===== src/sv/dha_pkg.sv =====
`default_nettype none
// ----------------------------------------------------------------------------
// dha_pkg
// Shared types and constants for the delayed hysteresis alarm.
// ----------------------------------------------------------------------------
package dha_pkg;

  // Item command codes
  typedef enum logic {
    CMD_SAMPLE = 1'b0,
    CMD_TICK   = 1'b1
  } cmd_e;

  // Event codes reported with each result item
  typedef enum logic [2:0] {
    EV_NONE     = 3'd0,
    EV_ARM_RISE = 3'd1,  // alarm off, sample above setpoint
    EV_ARM_HIGH = 3'd2,  // alarm on, peak above upper band, sample below setpoint
    EV_ARM_BAND = 3'd3,  // alarm on, peak between setpoint and upper band, sample below lower band
    EV_TOGGLE   = 3'd4
  } event_e;

  // Configuration register indexes
  localparam logic [1:0] CFG_SETPOINT = 2'd0;
  localparam logic [1:0] CFG_DELAY    = 2'd1;
  localparam logic [1:0] CFG_DEVIATION = 2'd2;

  localparam int unsigned CfgDataWidth = 16;
  localparam int unsigned ElapsedWidth = 17;
  localparam logic [ElapsedWidth-1:0] ElapsedMax = '1;

endpackage : dha_pkg
`default_nettype wire


===== src/sv/delayed_hysteresis_alarm.sv =====
`default_nettype none
// Result: an accepted item's result is on the output register in the cycle after acceptance.
// Throughput: one item per cycle; the state update and the compares sit in one
//   register-to-register pass, and input stalls only while a result waits.
// Reset: rst_ni clears the alarm, timer, peak, previous sample, the
//   configuration registers and the output valid at once.
// ----------------------------------------------------------------------------
// delayed_hysteresis_alarm
// Setpoint alarm with hysteresis band and tick-counted toggle delay.
// ----------------------------------------------------------------------------
module delayed_hysteresis_alarm #(
  parameter int unsigned SAMPLE_WIDTH = 16
) (
  input  wire                                 clk_i,
  input  wire                                 rst_ni,
  // configuration write port
  input  wire                                 cfg_we_i,
  input  wire  [1:0]                          cfg_idx_i,
  input  wire  [dha_pkg::CfgDataWidth-1:0]    cfg_data_i,
  // input channel
  input  wire                                 in_valid_i,
  output logic                                in_stall_o,
  input  wire                                 cmd_i,
  input  wire  signed [SAMPLE_WIDTH-1:0]      sample_i,
  // output channel
  output logic                                out_valid_o,
  input  wire                                 out_stall_i,
  output logic                                alarm_o,
  output logic                                timer_armed_o,
  output logic [2:0]                          event_res_o
);
  import dha_pkg::*;

  // compare width covers the sample and setpoint +/- deviation without wrap
  localparam int unsigned CmpWidth = ((SAMPLE_WIDTH > 17) ? SAMPLE_WIDTH : 17) + 1;

  // configuration registers
  logic signed [15:0]         setpoint_q;
  logic        [15:0]         delay_q;
  logic        [14:0]         deviation_q;

  // block state
  logic                       alarm_q, alarm_d;
  logic                       armed_q, armed_d;
  logic [ElapsedWidth-1:0]    elapsed_q, elapsed_d;
  logic signed [SAMPLE_WIDTH-1:0] peak_q, peak_d;
  logic signed [SAMPLE_WIDTH-1:0] prev_q, prev_d;

  // result register
  logic                       out_valid_q;
  logic                       res_alarm_q, res_armed_q;
  event_e                     res_event_q, event_d;

  logic                       accept;

  // compare operands
  logic signed [CmpWidth-1:0] s_ext, sp_ext, upper, lower, peak_ext;
  logic signed [SAMPLE_WIDTH-1:0] peak_upd;

  assign in_stall_o = out_valid_q && out_stall_i;
  assign accept     = in_valid_i && !in_stall_o;

  // configuration writes
  always_ff @(posedge clk_i or negedge rst_ni) begin
    if (!rst_ni) begin
      setpoint_q  <= '0;
      delay_q     <= '0;
      deviation_q <= '0;
    end else if (cfg_we_i) begin
      case (cfg_idx_i)
        CFG_SETPOINT:  setpoint_q  <= cfg_data_i;
        CFG_DELAY:     delay_q     <= cfg_data_i;
        CFG_DEVIATION: deviation_q <= cfg_data_i[14:0];
        default: ;
      endcase
    end
  end

  // band limits and running peak
  always_comb begin
    s_ext    = CmpWidth'(sample_i);
    sp_ext   = CmpWidth'(setpoint_q);
    upper    = sp_ext + $signed({{(CmpWidth-15){1'b0}}, deviation_q});
    lower    = sp_ext - $signed({{(CmpWidth-15){1'b0}}, deviation_q});
    peak_upd = (prev_q > peak_q) ? prev_q : peak_q;
    peak_ext = CmpWidth'(peak_upd);
  end

  // next state and event for one item
  always_comb begin
    alarm_d   = alarm_q;
    armed_d   = armed_q;
    elapsed_d = elapsed_q;
    peak_d    = peak_q;
    prev_d    = prev_q;
    event_d   = EV_NONE;
    if (cmd_i == CMD_SAMPLE) begin
      peak_d = peak_upd;
      prev_d = sample_i;
      if (!armed_q) begin
        if (!alarm_q) begin
          if (s_ext > sp_ext) event_d = EV_ARM_RISE;
        end else if (peak_ext > upper) begin
          if (s_ext < sp_ext) event_d = EV_ARM_HIGH;
        end else if (peak_ext < upper && peak_ext > sp_ext) begin
          if (s_ext < lower) event_d = EV_ARM_BAND;
        end
        if (event_d != EV_NONE) begin
          armed_d   = 1'b1;
          elapsed_d = '0;
          if (event_d != EV_ARM_RISE) peak_d = '0;
        end
      end
    end else if (armed_q) begin
      // saturating tick count, then compare against the delay
      if (elapsed_q != ElapsedMax) elapsed_d = elapsed_q + 1'b1;
      if (elapsed_d > {1'b0, delay_q}) begin
        alarm_d = !alarm_q;
        armed_d = 1'b0;
        event_d = EV_TOGGLE;
      end
    end
  end

  // state update
  always_ff @(posedge clk_i or negedge rst_ni) begin
    if (!rst_ni) begin
      alarm_q   <= 1'b0;
      armed_q   <= 1'b0;
      elapsed_q <= '0;
      peak_q    <= '0;
      prev_q    <= '0;
    end else if (accept) begin
      alarm_q   <= alarm_d;
      armed_q   <= armed_d;
      elapsed_q <= elapsed_d;
      peak_q    <= peak_d;
      prev_q    <= prev_d;
    end
  end

  // result register valid
  always_ff @(posedge clk_i or negedge rst_ni) begin
    if (!rst_ni) begin
      out_valid_q <= 1'b0;
    end else if (accept) begin
      out_valid_q <= 1'b1;
    end else if (!out_stall_i) begin
      out_valid_q <= 1'b0;
    end
  end

  // result payload
  always_ff @(posedge clk_i) begin
    if (accept) begin
      res_alarm_q <= alarm_d;
      res_armed_q <= armed_d;
      res_event_q <= event_d;
    end
  end

  assign out_valid_o   = out_valid_q;
  assign alarm_o       = res_alarm_q;
  assign timer_armed_o = res_armed_q;
  assign event_res_o   = res_event_q;

  // a toggle flips the stored alarm
  a_toggle_flips: assert property (@(posedge clk_i) disable iff (!rst_ni)
    (accept && event_d == EV_TOGGLE) |=> (alarm_q != $past(alarm_q)))
    else $error("toggle event did not flip the alarm");

  // an arming event is reported with the timer running
  a_arm_reports_armed: assert property (@(posedge clk_i) disable iff (!rst_ni)
    (out_valid_q && (res_event_q == EV_ARM_RISE || res_event_q == EV_ARM_HIGH ||
                     res_event_q == EV_ARM_BAND)) |-> res_armed_q)
    else $error("arming event without armed timer");

  // a toggle is reported with the timer stopped
  a_toggle_disarms: assert property (@(posedge clk_i) disable iff (!rst_ni)
    (out_valid_q && res_event_q == EV_TOGGLE) |-> !res_armed_q)
    else $error("toggle event with timer still armed");

  // arming always restarts the tick count
  a_arm_clears_count: assert property (@(posedge clk_i) disable iff (!rst_ni)
    (accept && !armed_q && armed_d) |=> (elapsed_q == '0))
    else $error("arming did not clear the tick count");

endmodule : delayed_hysteresis_alarm
`default_nettype wire


===== config.mk =====
export PLATFORM = sky130hd
export DESIGN_NAME = delayed_hysteresis_alarm
export DESIGN_NICKNAME = d
export VERILOG_FILES = /design/src/sv/dha_pkg.sv /design/src/sv/delayed_hysteresis_alarm.sv
export SDC_FILE = /design/constraint.sdc
export NUM_CORES = 1
export LEC_CHECK = 0
export ABC_AREA = 1
export BUFFER_PORTS_ARGS = -buffer_cell sky130_fd_sc_hd__buf_2
export CAP_MARGIN = 0
export CORE_ASPECT_RATIO = 0.9
export CORE_MARGIN = 2
export CORE_UTILIZATION = 40
export CTS_CLUSTER_SIZE = 12
export DETAILED_ROUTE_END_ITERATION = 6
export GPL_TIMING_DRIVEN = 0
export HOLD_SLACK_MARGIN = 0.03
export SLEW_MARGIN = 20
export SYNTH_ARGS = -nofsm -noshare
export SYNTH_HDL_FRONTEND = slang
export SYNTH_SLANG_ARGS = --single-unit
export TNS_END_PERCENT = 1

===== constraint.sdc =====
create_clock -name clk_i -period 5.35 [get_ports clk_i]
set_input_delay 0.2675 -clock clk_i [delete_from_list [all_inputs] [get_ports clk_i]]
set_output_delay 0.2675 -clock clk_i [all_outputs]
set_load 0.01 [all_outputs]

==> flow_metrics.py, run 1 <==
metrics = {
    "timing": {
        "finalHoldViolCount": 0,
        "fin_tns_setup_ns": 0,
        "fmax_mhz": 204,
        "min_period_over_period": 0.915,
        "fin_crit_ns": 4.89,
        "setup_viol": 0,
        "tightest_slew_ns": 0.763,
        "final-max-slew-violation-count": 0,
        "max_slew_margin": 0.491,
        "finalClockSkew_ns": 0.0123,
    },
    "setup_path": {
        "reg2reg_setup_slack_ns": 0.46,
        "worstSetupStartpointType": "flip-flop",
        "required_ns": 5.44,
        "slowest_stage": "dfrtp_1",
        "rr_startpoint": "setpoint_q[0]$_DFFE_PN0P_",
        "crit_buf_inv": 4,
        "crit_top_cell": "a21oi_1",
        "critPathMaxStageDelay_ns": 0.50,
        "critPathTopFamily": "compound AO/OA/AOI/OAI gates",
        "path_class": "reg -> reg",
        "reg2reg_depth": 30,
        "crit_path_end_kind": "flip-flop",
        "critical_path.max_fanout": 10,
        "arrival_ns": 4.99,
        "worstReg2RegEnd": "event_res_o[1]$_SDFFCE_PP0P_",
    },
    "worst_hold_path": {
        "hp-start": "in_valid_i",
        "hold_end": "out_valid_o$_DFFE_PN0P_",
        "hold_path_class": "in -> reg",
        "holdPathStages": 3,
    },
    "routing": {
        "drt-vias-per-instance": 5.17,
        "wl_um": 21700,
        "post_drt_wl_per_cell_um": 15.4,
        "vias": 7270,
        "first_iter_violations": 451,
        "dr.pass1.iters": 5,
        "drc_errors": 0,
        "antenna_left": 0,
    },
    "clock_tree": {
        "clock_sinks": 104,
        "numCtsBuffers": 9,
        "clockBufferDepth": 2,
        "cts_tree": "done",
        "clk_latency_ns": 0.36,
        "root_buffer": "clkbuf_16",
        "htreeDepth": 3,
        "path_clk_slew_ns": 0.08,
    },
    "placement": {
        "globalplace.congestion": 0.879,
        "dp_hpwl_um": 17500,
        "io_buffer_count": 46,
        "place_area_mm2": 0.00886,
    },
    "global_route": {
        "grt_max_degree": 64,
        "grt_pass1_vias": 6672,
        "grt_pass1_wl_um": 35000,
        "antenna_found_initial": 0,
        "overflow": 0,
        "globalRouteTotalUtil": 0.203,
    },
    "job": {
        "max-cap-violations": 0,
    },
    "finish": {
        "final_area_mm2": 0.00919,
        "layout_common_cells": "nand2_1 (245), inv_1 (173), ha_1 (123)",
        "ff_latch_area_mm2": 0.00263,
        "nets": 1311,
        "drive_gt1_frac": 0.0791,
        "layout.cells.most_common": "nand2_1",
        "area_growth_pct": 11.0,
        "num-fill-cells": 2070,
        "multi_input_area_mm2": 0.00491,
        "n_antenna_cell": 0,
    },
    "synthesis": {
        "synth_area_leader_cell": "dfrtp_1",
        "yosysSeqAreaShare": 0.317,
        "synth_compound_gate_area_share": 0.127,
        "yosys_warnings": 0,
        "syn_inst": 1087,
        "synthesis.area_mm2": 0.00828,
        "synth_xor_area_frac": 0.0370,
        "ys.flop_type": "dfrtp_1",
        "synth_top_family_by_area": "simple AND/OR/NAND/NOR gates",
        "synth_mux_area_frac": 0.00529,
        "synth_cell_types": 47,
        "ys_ff_latch": 104,
        "synth_edf_count": 5,
        "synthTopCellsByArea": "dfrtp_1 (30%), ha_1 (19%), nand2_1 (11%)",
        "synth-simple-area-share": 0.227,
        "avgSynthCellArea_um2": 7.62,
        "synth.top_cell.area_share": 0.299,
        "async_reset_ff_frac": 0.952,
        "synth_nets": 1253,
        "yosys.area_share.adder": 0.192,
    },
    "power": {
        "p_per_area_mw_per_mm2": 462,
        "power_uw": 4250,
        "ir_drop_v": 0.000212,
        "power_leakage_uw": 0.00491,
    },
    "floorplan": {
        "std_cell_rows": 49,
        "die_area_mm2": 0.0219,
        "initial_core_util": 0.410,
        "die_x_um": 156,
        "ios": 47,
        "fp.dieH_um": 140,
        "coreArea_mm2": 0.0202,
    },
    "outcome": {
        "status": "complete, no violations",
    },
}
## tightest hold or removal path: cells and delay by family
kind	cells	cell delay, ns
buf+inv	2	0.11
simple gates	1	0.06
## stage by stage
| step | instances | util | worst slack, ns | hold WS, ns |
|---|---|---|---|---|
| after CTS | 1406 | 0.454 | 0.120 | 0.0966 |
| after floorplan | 1087 | - | 1.13 | -0.0281 |
| final | 1405 | 0.456 | 0.455 | 0.108 |
| after detailed placement | 1389 | 0.439 | 0.138 | 0.201 |
| after global placement | 1388 | 0.438 | 0.117 | 0.459 |
| after global routing | 1405 | 0.456 | -0.00683 | 0.124 |
## synthesized netlist by cell type, types with 2 or more instances
| cell type | instances |
|---|---|
| mux2_2 | 3 |
| a21oi_1 | 73 |
| nor2_2 | 4 |
| edfxtp_1 | 5 |
| xnor2_1 | 5 |
| clkbuf_1 | 24 |
| nand3b_1 | 3 |
| inv_1 | 173 |
| o31ai_1 | 3 |
| and2_1 | 2 |
| buf_6 | 2 |
| nor4_1 | 3 |
| nand2_1 | 245 |
| a221oi_1 | 3 |
| nand3_1 | 31 |
| nor2_1 | 60 |
| nand3_4 | 2 |
| o21ai_1 | 2 |
| ha_1 | 124 |
| nand2_2 | 8 |
| a21o_1 | 3 |
| xor2_1 | 30 |
| o21ai_0 | 83 |
| fa_1 | 2 |
| a31oi_1 | 2 |
| nor3_1 | 12 |
| a211oi_1 | 6 |
| o21bai_1 | 8 |
| nand4_1 | 50 |
| dfrtp_1 | 99 |
## logic make-up after synthesis
family                     Yosys count
buffers and inverters              201
and+or+nand+nor                    425
xor gates and xnor gates            35
AOI/OAI and AO/OA                  192
muxes                                4
DFF                                104
adders and majority gates          126
## per-layer routing
layer	global-route usage	wire length [um]
met5	0	0
met4	0.0459	258
met3	0.0313	1060
met2	0.303	9300
met1	0.309	11100
## what timing repair did
item	4_1_cts	5_1_grt
hold endpoints to repair	36	0
setup buffers	0	0
hold buffers	1	0
resized for setup	0	8
setup endpoints to repair	0	34
## state kept, by name, summed over array words and instances, names as in the netlist
signal / flops
deviation_q: 15
alarm_o: 1
event_res_o: 3
out_valid_o: 1
peak_q: 16
prev_q: 16
armed_q: 1
alarm_q: 1
delay_q: 16
elapsed_q: 17
setpoint_q: 16
timer_armed_o: 1
## power by group
group          leakage (uW)  switching (uW)  internal (uW)  total [uW]
clock network      0.000142             337            330         668
registers           0.00129             134            943        1080
logic               0.00348            1590            910        2500
## layout make-up
class,count,share of cell area
repair buffers,48,0.0298
plain buffers,26,0.0124
clock buffers,9,0.0245
well taps,255,0.0347
flip-flops and latches,104,0.286
inverters,174,0.0710
multi-input cells,782,0.534
clock inverters,7,0.00735
## worst max path at each step
stage                               from                            to  slack, ns  cells after the start
6_report       setpoint_q[0]$_DFFE_PN0P_  event_res_o[1]$_SDFFCE_PP0P_       0.46                     30
5_1_grt        setpoint_q[0]$_DFFE_PN0P_  event_res_o[1]$_SDFFCE_PP0P_     -0.007                     30
4_1_cts           prev_q[15]$_DFFE_PN0P_  event_res_o[1]$_SDFFCE_PP0P_       0.12                     25
3_5_place_dp      prev_q[15]$_DFFE_PN0P_  event_res_o[1]$_SDFFCE_PP0P_       0.14                     25
3_3_place_gp      prev_q[15]$_DFFE_PN0P_  event_res_o[1]$_SDFFCE_PP0P_       0.12                     25
2_1_floorplan  setpoint_q[2]$_DFFE_PN0P_  event_res_o[1]$_SDFFCE_PP0P_       1.13                     38
(Power assumes the default switching activity.)
==> run 2: changes to the inputs <==
==> constraint.sdc (replaced) <==
create_clock -name clk_i -period 5.4 [get_ports clk_i]
set_input_delay 0.27 -clock clk_i [delete_from_list [all_inputs] [get_ports clk_i]]
set_output_delay 0.27 -clock clk_i [all_outputs]
set_load 0.01 [all_outputs]
==> flow_metrics.py, run 2 (synthesis gave the netlist of run 1 again) <==
metrics = {
    "setup_path": {
        "critical_path.max_fanout": 10,
        "worstSetupStartpointType": "flip-flop",
        "slowest_stage": "dfrtp_1",
        "path_class": "reg -> reg",
        "arrival_ns": 5.00,
        "crit_top_cell": "a21oi_1",
        "reg2reg_setup_slack_ns": 0.49,
        "crit_path_end_kind": "flip-flop",
        "required_ns": 5.49,
        "critPathMaxStageDelay_ns": 0.51,
        "crit_buf_inv": 4,
        "critPathTopFamily": "compound AO/OA/AOI/OAI gates",
    },
    "clock_tree": {
        "htreeDepth": 3,
        "clock_sinks": 104,
        "clockBufferDepth": 2,
        "clk_latency_ns": 0.36,
        "root_buffer": "clkbuf_16",
        "numCtsBuffers": 9,
        "cts_setup_buffers": 0,
        "cts_tree": "done",
        "path_clk_slew_ns": 0.08,
    },
    "floorplan": {
        "std_cell_rows": 49,
        "die_x_um": 156,
        "coreArea_mm2": 0.0202,
        "fp.dieH_um": 140,
        "initial_core_util": 0.410,
        "ios": 47,
        "die_area_mm2": 0.0219,
    },
    "finish": {
        "nets": 1311,
        "finish.utilization": 0.455,
        "drive_gt1_frac": 0.0791,
        "layout.cells.most_common": "nand2_1",
        "layout_common_cells": "nand2_1 (245), inv_1 (173), ha_1 (123)",
        "largest_reg_flops": 17,
        "n_antenna_cell": 0,
        "area_growth_pct": 10.9,
        "top_register": "elapsed_q",
    },
    "global_route": {
        "grt_pass1_wl_um": 35000,
        "antenna_found_initial": 0,
        "overflow": 0,
        "globalRouteTotalUtil": 0.203,
        "grt_max_degree": 64,
        "grt_pass1_vias": 6672,
    },
    "routing": {
        "antenna_left": 0,
        "post_drt_wl_per_cell_um": 15.4,
        "first_iter_violations": 483,
        "dr.pass1.iters": 5,
        "wl_um": 21700,
        "drt-vias-per-instance": 5.17,
        "vias": 7259,
        "drc_errors": 0,
    },
    "timing": {
        "setup_viol": 0,
        "max_slew_margin": 0.483,
        "finalHoldViolCount": 0,
        "min_period_over_period": 0.909,
        "fin_crit_ns": 4.91,
        "finalClockSkew_ns": 0.0109,
        "rsz0062_at_grt": "no",
        "tightest_slew_ns": 0.776,
        "fin_tns_setup_ns": 0,
        "final-max-slew-violation-count": 0,
        "fmax_mhz": 204,
        "final.setup.worst_slack_ns": 0.493,
    },
    "job": {
        "max-cap-violations": 0,
    },
    "placement": {
        "dp_hpwl_um": 17500,
        "io_buffer_count": 46,
        "dp_worst_setup_slack_ns": 0.188,
        "globalplace.congestion": 0.879,
    },
    "power": {
        "p_per_area_mw_per_mm2": 458,
        "power_uw": 4200,
        "p_sw_uw": 2040,
        "power_leakage_uw": 0.00491,
        "seqPwrFrac": 0.254,
        "combPwrFrac": 0.589,
        "power.share.clock": 0.158,
        "p_sw_frac": 0.486,
        "ir_drop_v": 0.000209,
        "intPower_uw": 2160,
    },
    "worst_hold_path": {
        "hold_path_class": "in -> reg",
    },
    "outcome": {
        "status": "complete, no violations",
    },
}
## run 2: power by group through the flow
stage	Sequential, uW	Combinational (uW)	Clock, uW
global placement	1080	2390	0
finish	1070	2480	662
CTS	1060	2450	673
detailed placement	1080	2440	0
floorplan	1040	1850	0
global route	1090	2880	699
## run 2: worst paths after layout
path	startpoint	end	depth (start not counted)
setup / recovery	setpoint_q[0]$_DFFE_PN0P_	event_res_o[1]$_SDFFCE_PP0P_	30
hold / removal	in_valid_i	out_valid_o$_DFFE_PN0P_	3
setup reg to reg	setpoint_q[0]$_DFFE_PN0P_	event_res_o[1]$_SDFFCE_PP0P_	30
hold reg to reg	elapsed_q[13]$_DFFE_PN0P_	elapsed_q[13]$_DFFE_PN0P_	2
max in group asynchronous	rst_ni	armed_q$_DFFE_PN0P_	3
min in group asynchronous	rst_ni	deviation_q[1]$_DFFE_PN0P_	2
## run 2: layout make-up
| type | instances | area [um2] |
|---|---|---|
| Buffer | 26 | 114 |
| Clock buffer | 9 | 225 |
| Clock inverter | 7 | 67.6 |
| Fill cell | 2069 | 11000 |
| Inverter | 174 | 653 |
| Multi-Input combinational cell | 782 | 4900 |
| Sequential cell | 104 | 2630 |
| Tap cell | 255 | 319 |
| Timing Repair Buffer | 48 | 274 |
## run 2: timing repair
action	4_1_cts	5_1_grt
endpoints found under the hold margin	36	0
gates resized for setup	0	7
hold buffers	1	0
endpoints found under the setup margin	0	27
## run 2: worst min-delay path, stage by stage
cell and delay [ns]:
buf_2 0.07, inv_1 0.04, nand2_1 0.06
## run 2: per-stage QoR
stage	instances	hold slack [ns]	cell area, um2
4_1_cts	1406	0.0991	9160
3_3_place_gp	1388	0.459	8830
2_1_floorplan	1087	-0.0256	8280
6_report	1405	0.111	9180
3_5_place_dp	1389	0.203	8860
5_1_grt	1405	0.127	9180
## run 2: routing by layer
metal	track usage	part of all wire	vias up
met1	0.309	0.51	3358
li1	-	-	3711
met2	0.303	0.43	177
met5	0	0	-
met4	0.0459	0.012	0
met3	0.0313	0.050	13
==> run 3: changes to the inputs <==
--- a/config.mk
+++ b/config.mk
@@ -11,10 +11,12 @@
 export CORE_ASPECT_RATIO = 0.9
 export CORE_MARGIN = 2
 export CORE_UTILIZATION = 40
+export CTS_BUF_LIST = sky130_fd_sc_hd__clkbuf_4 sky130_fd_sc_hd__clkbuf_8
 export CTS_CLUSTER_SIZE = 12
 export DETAILED_ROUTE_END_ITERATION = 6
 export GPL_TIMING_DRIVEN = 0
 export HOLD_SLACK_MARGIN = 0.03
+export RECOVER_POWER = 25
 export SLEW_MARGIN = 20
 export SYNTH_ARGS = -nofsm -noshare
 export SYNTH_HDL_FRONTEND = slang
==> flow_metrics.py, run 3 (synthesis gave the netlist of run 1 again) <==
metrics = {
    "outcome": {
        "status": "finished with violations",
        "violations": "max-capacitance violations, max-slew violations",
    },
    "finish": {
        "final_area_mm2": 0.00907,
        "layout.cells.most_common": "nand2_1",
        "n_antenna_cell": 0,
        "largest_reg_flops": 17,
        "nets": 1311,
        "top_register": "elapsed_q",
        "area_growth_pct": 9.60,
        "drive_gt1_frac": 0.0774,
        "layout_common_cells": "nand2_1 (245), inv_1 (173), ha_1 (123)",
    },
    "timing": {
        "min_period_over_period": 0.908,
        "finalClockSkew_ns": 0.0182,
        "setup_viol": 0,
        "max_slew_margin": -0.595,
        "tightest_slew_ns": 2.39,
        "fin_tns_setup_ns": 0,
        "finalHoldViolCount": 0,
        "final-max-slew-violation-count": 37,
        "fmax_mhz": 204,
        "fin_crit_ns": 4.90,
    },
    "power": {
        "power_leakage_uw": 0.00485,
        "p_sw_uw": 2020,
        "p_sw_frac": 0.501,
        "power_uw": 4040,
        "seqPwrFrac": 0.264,
        "p_per_area_mw_per_mm2": 445,
        "intPower_uw": 2010,
        "power.share.clock": 0.123,
        "ir_drop_v": 0.000150,
        "combPwrFrac": 0.613,
    },
    "floorplan": {
        "die_x_um": 156,
        "initial_core_util": 0.410,
        "std_cell_rows": 49,
        "ios": 47,
        "coreArea_mm2": 0.0202,
        "die_area_mm2": 0.0219,
        "fp.dieH_um": 140,
    },
    "setup_path": {
        "critPathMaxStageDelay_ns": 0.51,
        "worstSetupStartpointType": "flip-flop",
        "path_class": "reg -> reg",
        "crit_path_end_kind": "flip-flop",
        "required_ns": 5.53,
        "crit_top_cell": "a21oi_1",
        "arrival_ns": 5.03,
        "critical_path.max_fanout": 10,
        "slowest_stage": "dfrtp_1",
        "reg2reg_depth": 30,
    },
    "clock_tree": {
        "clk_latency_ns": 0.40,
        "path_clk_slew_ns": 0.11,
        "numCtsBuffers": 9,
        "cts_tree": "done",
        "clockBufferDepth": 2,
        "clock_sinks": 104,
        "root_buffer": "clkbuf_8",
        "htreeDepth": 3,
    },
    "placement": {
        "place_area_mm2": 0.00886,
        "dp_hpwl_um": 17500,
        "io_buffer_count": 46,
        "globalplace.congestion": 0.879,
    },
    "routing": {
        "wl_um": 21600,
        "dr.pass1.iters": 5,
        "drc_errors": 0,
        "antenna_left": 0,
        "vias": 7245,
        "drt-vias-per-instance": 5.16,
        "first_iter_violations": 433,
        "post_drt_wl_per_cell_um": 15.3,
    },
    "global_route": {
        "globalRouteTotalUtil": 0.203,
        "grt_max_degree": 64,
        "grt_pass1_wl_um": 35000,
        "grt_pass1_vias": 6638,
        "antenna_found_initial": 0,
        "overflow": 0,
    },
    "worst_hold_path": {
        "holdPathStages": 3,
        "hold_path_class": "in -> reg",
    },
    "job": {
        "max-cap-violations": 1,
    },
}
[run 3: cell types whose count changed in the layout (fill, tap and decap cells not counted)]
cell	change
clkbuf_8	+9
clkbuf_16	-9
buf_2	-1
buf_6	-1
clkbuf_1	+2
[run 3: final timing paths]
check,startpoint,slack (ns),to
max,setpoint_q[0]$_DFFE_PN0P_,0.50,event_res_o[1]$_SDFFCE_PP0P_
min,in_valid_i,0.07,out_valid_o$_DFFE_PN0P_
max reg2reg,setpoint_q[0]$_DFFE_PN0P_,0.50,event_res_o[1]$_SDFFCE_PP0P_
min reg2reg,elapsed_q[13]$_DFFE_PN0P_,0.49,elapsed_q[13]$_DFFE_PN0P_
max in group asynchronous,rst_ni,2.91,peak_q[14]$_DFFE_PN0P_
min in group asynchronous,rst_ni,1.12,deviation_q[1]$_DFFE_PN0P_
[run 3: final cells by class]
cell class	count	area [um2]
multi-input cells	782	4900
fillers	2077	11100
plain buffers	26	114
well taps	255	319
flip-flops and latches	104	2630
repair buffers	48	265
clock buffers	9	124
clock inverters	7	67.6
inverters	174	653
[run 3: power by group through the flow]
stage               Combinational, uW  Sequential, uW  Clock [uW]
detailed placement               2440            1080           0
global placement                 2390            1080           0
global route                     2870            1090         536
CTS                              2450            1060         506
floorplan                        1850            1040           0
finish                           2470            1070         496
[run 3: per-stage QoR]
stage	setup slack (ns)	hold WS [ns]	std cells	util
after floorplan	1.18	-0.0256	1087	-
after global placement	0.167	0.459	1388	0.438
after detailed placement	0.188	0.203	1389	0.439
after CTS	0.163	0.0509	1406	0.449
after global routing	-0.00453	0.0691	1405	0.450
final	0.499	0.0695	1405	0.450
[run 3: layer usage]
| layer | routed length (um) | global-route usage | up-vias | share of wire |
|---|---|---|---|---|
| met3 | 1110 | 0.0350 | 15 | 0.051 |
| li1 | - | - | 3714 | - |
| met1 | 11000 | 0.308 | 3351 | 0.51 |
| met2 | 9230 | 0.302 | 165 | 0.43 |
| met4 | 247 | 0.0430 | 0 | 0.011 |
| met5 | 0 | 0 | - | 0 |
[run 3: repair_timing]
action / in CTS / in global routing
hold endpoints to repair: 36 / 0
buffers inserted: 0 / 0
hold buffers: 1 / 0
gates resized for setup: 0 / 7
endpoints found under the setup margin: 0 / 27
[run 3: worst max-delay path: cells and delay by family (launching register included)]
family | cells | cell delay (ns)
flops | 1 | 0.51
fa+ha+maj | 3 | 0.73
buf+inv | 4 | 0.36
simple gates | 9 | 0.84
compound gates | 14 | 2.23
